$ cat src/hw/rtl/sgfm_pkg.sv
// Shared types and constants for the sparse-grid first-moment core.
// Holds the microcode word layout, the control/status bundles and fixed widths.
// No dependencies.
package sgfm_pkg;

    localparam int LEVEL_MAX_DEFAULT = 30;

    localparam int LEVEL_W = 5;
    localparam int INDEX_W = 30;
    localparam int BOUND_W = 32;
    localparam int FIX_W   = 64;
    localparam int HALF_W  = 32;
    localparam int ACC_W   = 2 * FIX_W;
    localparam int EXP_W   = 7;
    localparam int PC_W    = 5;

    // quotient bits per division step, and steps for a full word
    localparam int DIV_DIGIT_W = 8;
    localparam int DIV_STEPS   = FIX_W / DIV_DIGIT_W;
    localparam int DIV_CNT_W   = $clog2(DIV_STEPS);

    localparam logic [FIX_W-1:0] ONE_Q48 = 64'h0001_0000_0000_0000;

    typedef enum logic [3:0] {
        OP_NOP,
        OP_LOAD_T0,
        OP_LOAD_T1,
        OP_MUL_LL,
        OP_MUL_LH,
        OP_MUL_HL,
        OP_MUL_HH,
        OP_SCALE,
        OP_DIV3,
        OP_ACC_TERM,
        OP_LOAD_PF,
        OP_LOAD_CP,
        OP_ROUND48,
        OP_ROUND24,
        OP_ADD_SUM,
        OP_EMIT
    } t_op;

    typedef enum logic [2:0] {
        BR_NEXT,
        BR_JUMP,
        BR_WAIT_IN,
        BR_NO_DIV,
        BR_DIV_MORE,
        BR_NOT_LAST_DIM,
        BR_NOT_LAST_PT,
        BR_OUT_FREE
    } t_br;

    typedef struct packed {
        t_op             op;
        t_br             br;
        logic [PC_W-1:0] target;
    } t_uword;

    typedef struct packed {
        t_op  op;
        logic accept;
    } t_ctrl;

    typedef struct packed {
        logic d3;
        logic div_last;
        logic last_dim;
        logic last_pt;
        logic out_free;
    } t_stat;

endpackage

$ cat src/hw/rtl/sgfm_ucode_rom.sv
// Microprogram table of the sparse-grid first-moment core.
// Maps a step address to one control word. Depends on sgfm_pkg.
module sgfm_ucode_rom import sgfm_pkg::*; (
    input  logic [PC_W-1:0] i_pc,
    output t_uword          o_word
);

    localparam logic [PC_W-1:0] PC_IDLE     = 5'd0;
    localparam logic [PC_W-1:0] PC_DIV_T0   = 5'd4;
    localparam logic [PC_W-1:0] PC_ACC_T0   = 5'd5;
    localparam logic [PC_W-1:0] PC_DIV_T1   = 5'd9;
    localparam logic [PC_W-1:0] PC_ACC_T1   = 5'd10;
    localparam logic [PC_W-1:0] PC_PT_CHECK = 5'd22;

    function automatic t_uword uw(t_op op, t_br br, logic [PC_W-1:0] tgt);
        t_uword w;
        w.op     = op;
        w.br     = br;
        w.target = tgt;
        return w;
    endfunction

    always_comb begin
        case (i_pc)
            5'd0:    o_word = uw(OP_NOP,      BR_WAIT_IN,      PC_IDLE);
            // width term
            5'd1:    o_word = uw(OP_LOAD_T0,  BR_NEXT,         PC_IDLE);
            5'd2:    o_word = uw(OP_MUL_LL,   BR_NEXT,         PC_IDLE);
            5'd3:    o_word = uw(OP_SCALE,    BR_NO_DIV,       PC_ACC_T0);
            5'd4:    o_word = uw(OP_DIV3,     BR_DIV_MORE,     PC_DIV_T0);
            5'd5:    o_word = uw(OP_ACC_TERM, BR_NEXT,         PC_IDLE);
            // lower-bound term
            5'd6:    o_word = uw(OP_LOAD_T1,  BR_NEXT,         PC_IDLE);
            5'd7:    o_word = uw(OP_MUL_LL,   BR_NEXT,         PC_IDLE);
            5'd8:    o_word = uw(OP_SCALE,    BR_NO_DIV,       PC_ACC_T1);
            5'd9:    o_word = uw(OP_DIV3,     BR_DIV_MORE,     PC_DIV_T1);
            5'd10:   o_word = uw(OP_ACC_TERM, BR_NEXT,         PC_IDLE);
            // product times factor
            5'd11:   o_word = uw(OP_LOAD_PF,  BR_NEXT,         PC_IDLE);
            5'd12:   o_word = uw(OP_MUL_LL,   BR_NEXT,         PC_IDLE);
            5'd13:   o_word = uw(OP_MUL_LH,   BR_NEXT,         PC_IDLE);
            5'd14:   o_word = uw(OP_MUL_HL,   BR_NEXT,         PC_IDLE);
            5'd15:   o_word = uw(OP_MUL_HH,   BR_NEXT,         PC_IDLE);
            5'd16:   o_word = uw(OP_ROUND48,  BR_NOT_LAST_DIM, PC_PT_CHECK);
            // coefficient times product, coefficient fits the low half
            5'd17:   o_word = uw(OP_LOAD_CP,  BR_NEXT,         PC_IDLE);
            5'd18:   o_word = uw(OP_MUL_LL,   BR_NEXT,         PC_IDLE);
            5'd19:   o_word = uw(OP_MUL_LH,   BR_NEXT,         PC_IDLE);
            5'd20:   o_word = uw(OP_ROUND24,  BR_NEXT,         PC_IDLE);
            5'd21:   o_word = uw(OP_ADD_SUM,  BR_NEXT,         PC_IDLE);
            5'd22:   o_word = uw(OP_NOP,      BR_NOT_LAST_PT,  PC_IDLE);
            5'd23:   o_word = uw(OP_EMIT,     BR_OUT_FREE,     PC_IDLE);
            default: o_word = uw(OP_NOP,      BR_JUMP,         PC_IDLE);
        endcase
    end

endmodule

$ cat src/hw/rtl/sgfm_sequencer.sv
// Step counter and branch logic of the sparse-grid first-moment core.
// Reads sgfm_ucode_rom and drives the datapath op. Depends on sgfm_pkg.
module sgfm_sequencer import sgfm_pkg::*; (
    input  logic  i_clk,
    input  logic  i_rst_n,
    input  logic  i_in_valid,
    input  t_stat i_stat,
    output t_ctrl o_ctrl,
    output logic  o_in_ready
);

    logic [PC_W-1:0] r_pc;
    logic [PC_W-1:0] n_pc;
    logic [PC_W-1:0] pc_inc;
    t_uword          word;

    sgfm_ucode_rom u_rom (
        .i_pc   (r_pc),
        .o_word (word)
    );

    always_comb begin
        pc_inc = r_pc + 1'b1;
        case (word.br)
            BR_NEXT:         n_pc = pc_inc;
            BR_JUMP:         n_pc = word.target;
            BR_WAIT_IN:      n_pc = i_in_valid ? pc_inc : r_pc;
            BR_NO_DIV:       n_pc = i_stat.d3 ? pc_inc : word.target;
            BR_DIV_MORE:     n_pc = i_stat.div_last ? pc_inc : word.target;
            BR_NOT_LAST_DIM: n_pc = i_stat.last_dim ? pc_inc : word.target;
            BR_NOT_LAST_PT:  n_pc = i_stat.last_pt ? pc_inc : word.target;
            BR_OUT_FREE:     n_pc = i_stat.out_free ? word.target : r_pc;
            default:         n_pc = word.target;
        endcase
    end

    assign o_in_ready    = (word.br == BR_WAIT_IN);
    assign o_ctrl.op     = word.op;
    assign o_ctrl.accept = (word.br == BR_WAIT_IN) && i_in_valid;

    always_ff @(posedge i_clk) begin
        if (!i_rst_n) begin
            r_pc <= '0;
        end else begin
            r_pc <= n_pc;
        end
    end

endmodule

$ cat config.mk
export PLATFORM = sky130hd
export DESIGN_NAME = sgfm_sequencer
export DESIGN_NICKNAME = d
export VERILOG_FILES = /design/src/hw/rtl/sgfm_pkg.sv /design/src/hw/rtl/sgfm_ucode_rom.sv /design/src/hw/rtl/sgfm_sequencer.sv
export SDC_FILE = /design/constraint.sdc
export NUM_CORES = 1
export LEC_CHECK = 0
export ABC_AREA = 1
export BUFFER_PORTS_ARGS = -buffer_cell sky130_fd_sc_hd__buf_2
export CAP_MARGIN = 20
export CORE_ASPECT_RATIO = 0.8
export CORE_UTILIZATION = 50
export DETAILED_ROUTE_END_ITERATION = 10
export PLACE_DENSITY = 0.69
export SYNTH_ARGS = -nofsm -noshare
export SYNTH_HDL_FRONTEND = slang
export SYNTH_SLANG_ARGS = --single-unit
$ cat constraint.sdc
create_clock -name i_clk -period 6.03 [get_ports i_clk]
set_input_delay 1.206 -clock i_clk [delete_from_list [all_inputs] [get_ports i_clk]]
set_output_delay 1.206 -clock i_clk [all_outputs]
set_load 0.05 [all_outputs]
==> flow_summary_export.csv <==
group,metric,value,unit
status,outcome,"finished, final reports clean",
power,switching_share,56.73,%
power,power_density,520.5,nW/um^2
clock_tree,clockBufferDepth,2,
synthesis,ys_seq_elements,17,
sta,clock.fmax,348.4,MHz
global_routing,antenna_found_initial,0,
synthesis,ys_warn_count,0,
setup_path,path_common_cell,"buf_2",
cells_and_area,nFillCells,280,
synthesis,syn_area_per_cell,6.124,sq um
sta,max_slew_margin,69.83,%
cells_and_area,finalNetCount,252,
floorplan,die-height,49.16,um
place,pre_cts_slack,3.093,ns
sta,finClkSkew,0.007736,ns
place,place_congestion,0.8951,
route,wl_met3,201,um
cells_and_area,layout_common_cells,"nand2_1 (68), inv_1 (29), nand3_1 (28), nor2_1 (25), dfxtp_1 (17)",
clock_tree,clk_pin_slew,0.11,ns
synthesis,ys_types,24,
route,met1_length,1572,um
power,ir_worst_vdd,0.2179,mV
global_routing,grt_pass1_wl,5168,um
setup_path,worstSetupPathType,"in -> out",
setup_path,timing.rr.end,"u_rom.o_word[9]",
setup_path,cp_cell_sequence,"buf_2 -> inv_1 -> nor2_1 -> buf_2",
sta,fin_crit_sh,47.60,%
route,routed_wl,3005,um
synthesis,synth_seq_area_share,24.48,%
hold_path,whs_path_depth,4,
cells_and_area,final_util,57.73,%
synthesis,synthMuxAreaShare,0,%
setup_path,reg2reg_slack,3.68,ns
setup_path,r2r_start,"u_rom.o_word[7]",
setup_path,startpoint,"i_in_valid",
sta,setup_tns,0,ns
clock_tree,htree_num_levels,1,
clock_tree,cts.sinks,17,
route,vias,1356,
synthesis,netlist_area,1390,sq um
setup_path,cp.arrival,1.66,ns
setup_path,end_kind,"output pin",
hold_path,hp-start,"u_rom.o_word[4]",
route,wl_per_cell,11.01,um
setup_path,cp_max_fo,2,
route,met2WireLength,1205,um
synthesis,synth_compound_area_share,6.661,%
cells_and_area,area_growth,5.581,%
hold_path,worstHoldPathType,"reg -> reg",
cells_and_area,n_antenna_cell,0,
floorplan,core-area,2542,sq um
sta,finalWorstSetupSlack,3.160,ns
cells_and_area,final-seq-area,340.3,sq um
place,port_buffers,13,
hold_path,whs_endpoint,"r_pc[4]",
power,switchingPower,0.4334,mW
synthesis,synth_top_family_by_area,"simple AND/OR/NAND/NOR gates",
sta,finalHoldViolCount,0,
sta,worst_pin_slew,0.4519,ns
setup_path,crit_slowest_cell,"buf_2",
clock_tree,clk_latency,0.29,ns
setup_path,cp-start-kind,"primary input",
synthesis,synthAdderAreaFrac,5.401,%
power,comb_power_share,65.9,%
route,top_layer,"met4",
run,cap_violations,0,
sta,hold_ws,0.6788,ns
clock_tree,cts_root_buffer,"clkbuf_4",
sta,setup_violations,0,
synthesis,syn_inst,227,
cells_and_area,final_common_cell,"nand2_1",
power,p_int,0.3305,mW
floorplan,start_util,54.68,%
clock_tree,postCtsHoldBufs,0,
cells_and_area,drive_above_1_share,17.30,%
floorplan,fp.dieArea,2996,sq um
synthesis,synth_xor_area_share,1.260,%
setup_path,slowest_delay,0.26,ns
route,via_per_inst,4.967,
sta,post-route-min-period,2.870,ns
synthesis,synth-simple-area-share,47.88,%
route,drc,0,
synthesis,syn_nets,241,
sta,final_max_slew_viol_count,0,
route,drtIter0Drc,47,
power,power_frac_clock,8.0,%
place,hpwl,2435,um
global_routing,grt_start_max_net_pins,12,
floorplan,io_pins,14,
clock_tree,post_cts_buffers,0,
global_routing,grt-ovfl-total,0,
floorplan,placementRows,16,
power,p_seq_share,26.2,%
global_routing,grt_pass1_vias,1228,
floorplan,dieWidth,60.95,um
route,route.antenna.remaining_nets,0,
route,drtPass1Iterations,4,
clock_tree,cts_tree,"built",
clock_tree,cts_buffers,3,
cells_and_area,multiInputGateArea,850.8,sq um
power,p_leak,0.8394,nW
global_routing,grt.total_usage,22.67,%
setup_path,reg2reg_depth,15,
setup_path,required,4.82,ns
sta,rsz0062_at_grt,"no",
clock_tree,ctsResizeCount,0,
worst max-delay path by stage:
stage | cells past startpoint | slack (ns) | to
final | 4 | 3.16 | o_ctrl[0]
after global routing | 4 | 3.12 | o_ctrl[0]
after CTS | 4 | 3.15 | o_ctrl[0]
after detailed placement | 14 | 3.09 | u_rom.o_word[6]
after global placement | 14 | 3.09 | u_rom.o_word[6]
after floorplan | 2 | 2.93 | o_ctrl[0]
stage by stage:
step	instance area, sq um	power [mW]	std cells
4_1_cts	1468	0.7633	273
3_5_place_dp	1440	0.7025	269
3_3_place_gp	1440	0.7015	269
5_1_grt	1468	0.8500	273
6_report	1468	0.7640	273
2_1_floorplan	1390	0.6243	227
state kept, by name, summed over array words and instances, names as in the netlist:
register and count:
r_pc 5, u_rom.o_word 12
Yosys cell counts (all sizes together):
cell	n	area share, %
nand4	5	2.3
xor2	2	1.3
inv	35	9.5
o21ai	9	3.5
a211oi	1	0.54
clkinv	2	0.54
dfxtp	17	24
ha	6	5.4
nand3	30	12
a21boi	1	0.81
buf	7	4.3
a21oi	5	1.8
nor2	30	11
nand2	77	23
power groups by stage:
stage | Clock [mW] | Combinational, mW | Sequential (mW)
floorplan | 0 | 0.440 | 0.185
global placement | 0 | 0.501 | 0.201
detailed placement | 0 | 0.501 | 0.202
CTS | 0.0613 | 0.503 | 0.199
global route | 0.0665 | 0.577 | 0.206
finish | 0.0609 | 0.503 | 0.200
critical path: cells and delay by family:
kind,cells,cell delay (ns)
buffers and inverters,3,0.37
AND/OR/NAND/NOR,1,0.08
routing by layer:
metal  up-vias  track usage [%]
met1       589            33.66
met3         4            6.101
met4         0            3.409
li1        728                -
met5         -                0
met2        35            33.15
cells by family after synthesis:
logic type               after synthesis
AND/OR/NAND/NOR                      142
buffers and inverters                 44
flip-flops                            17
AO/OA/AOI/OAI                         16
adder cells (fa/ha/maj)                6
XOR/XNOR                               2
final cells by class:
class | instances | share of cell area [%]
Clock buffer | 3 | 1.535
Clock inverter | 1 | 0.3410
Inverter | 37 | 9.463
Multi-Input combinational cell | 166 | 57.97
Sequential cell | 17 | 23.19
Tap cell | 36 | 3.069
Timing Repair Buffer | 13 | 4.433
Power figures use the tool's default switching activity.
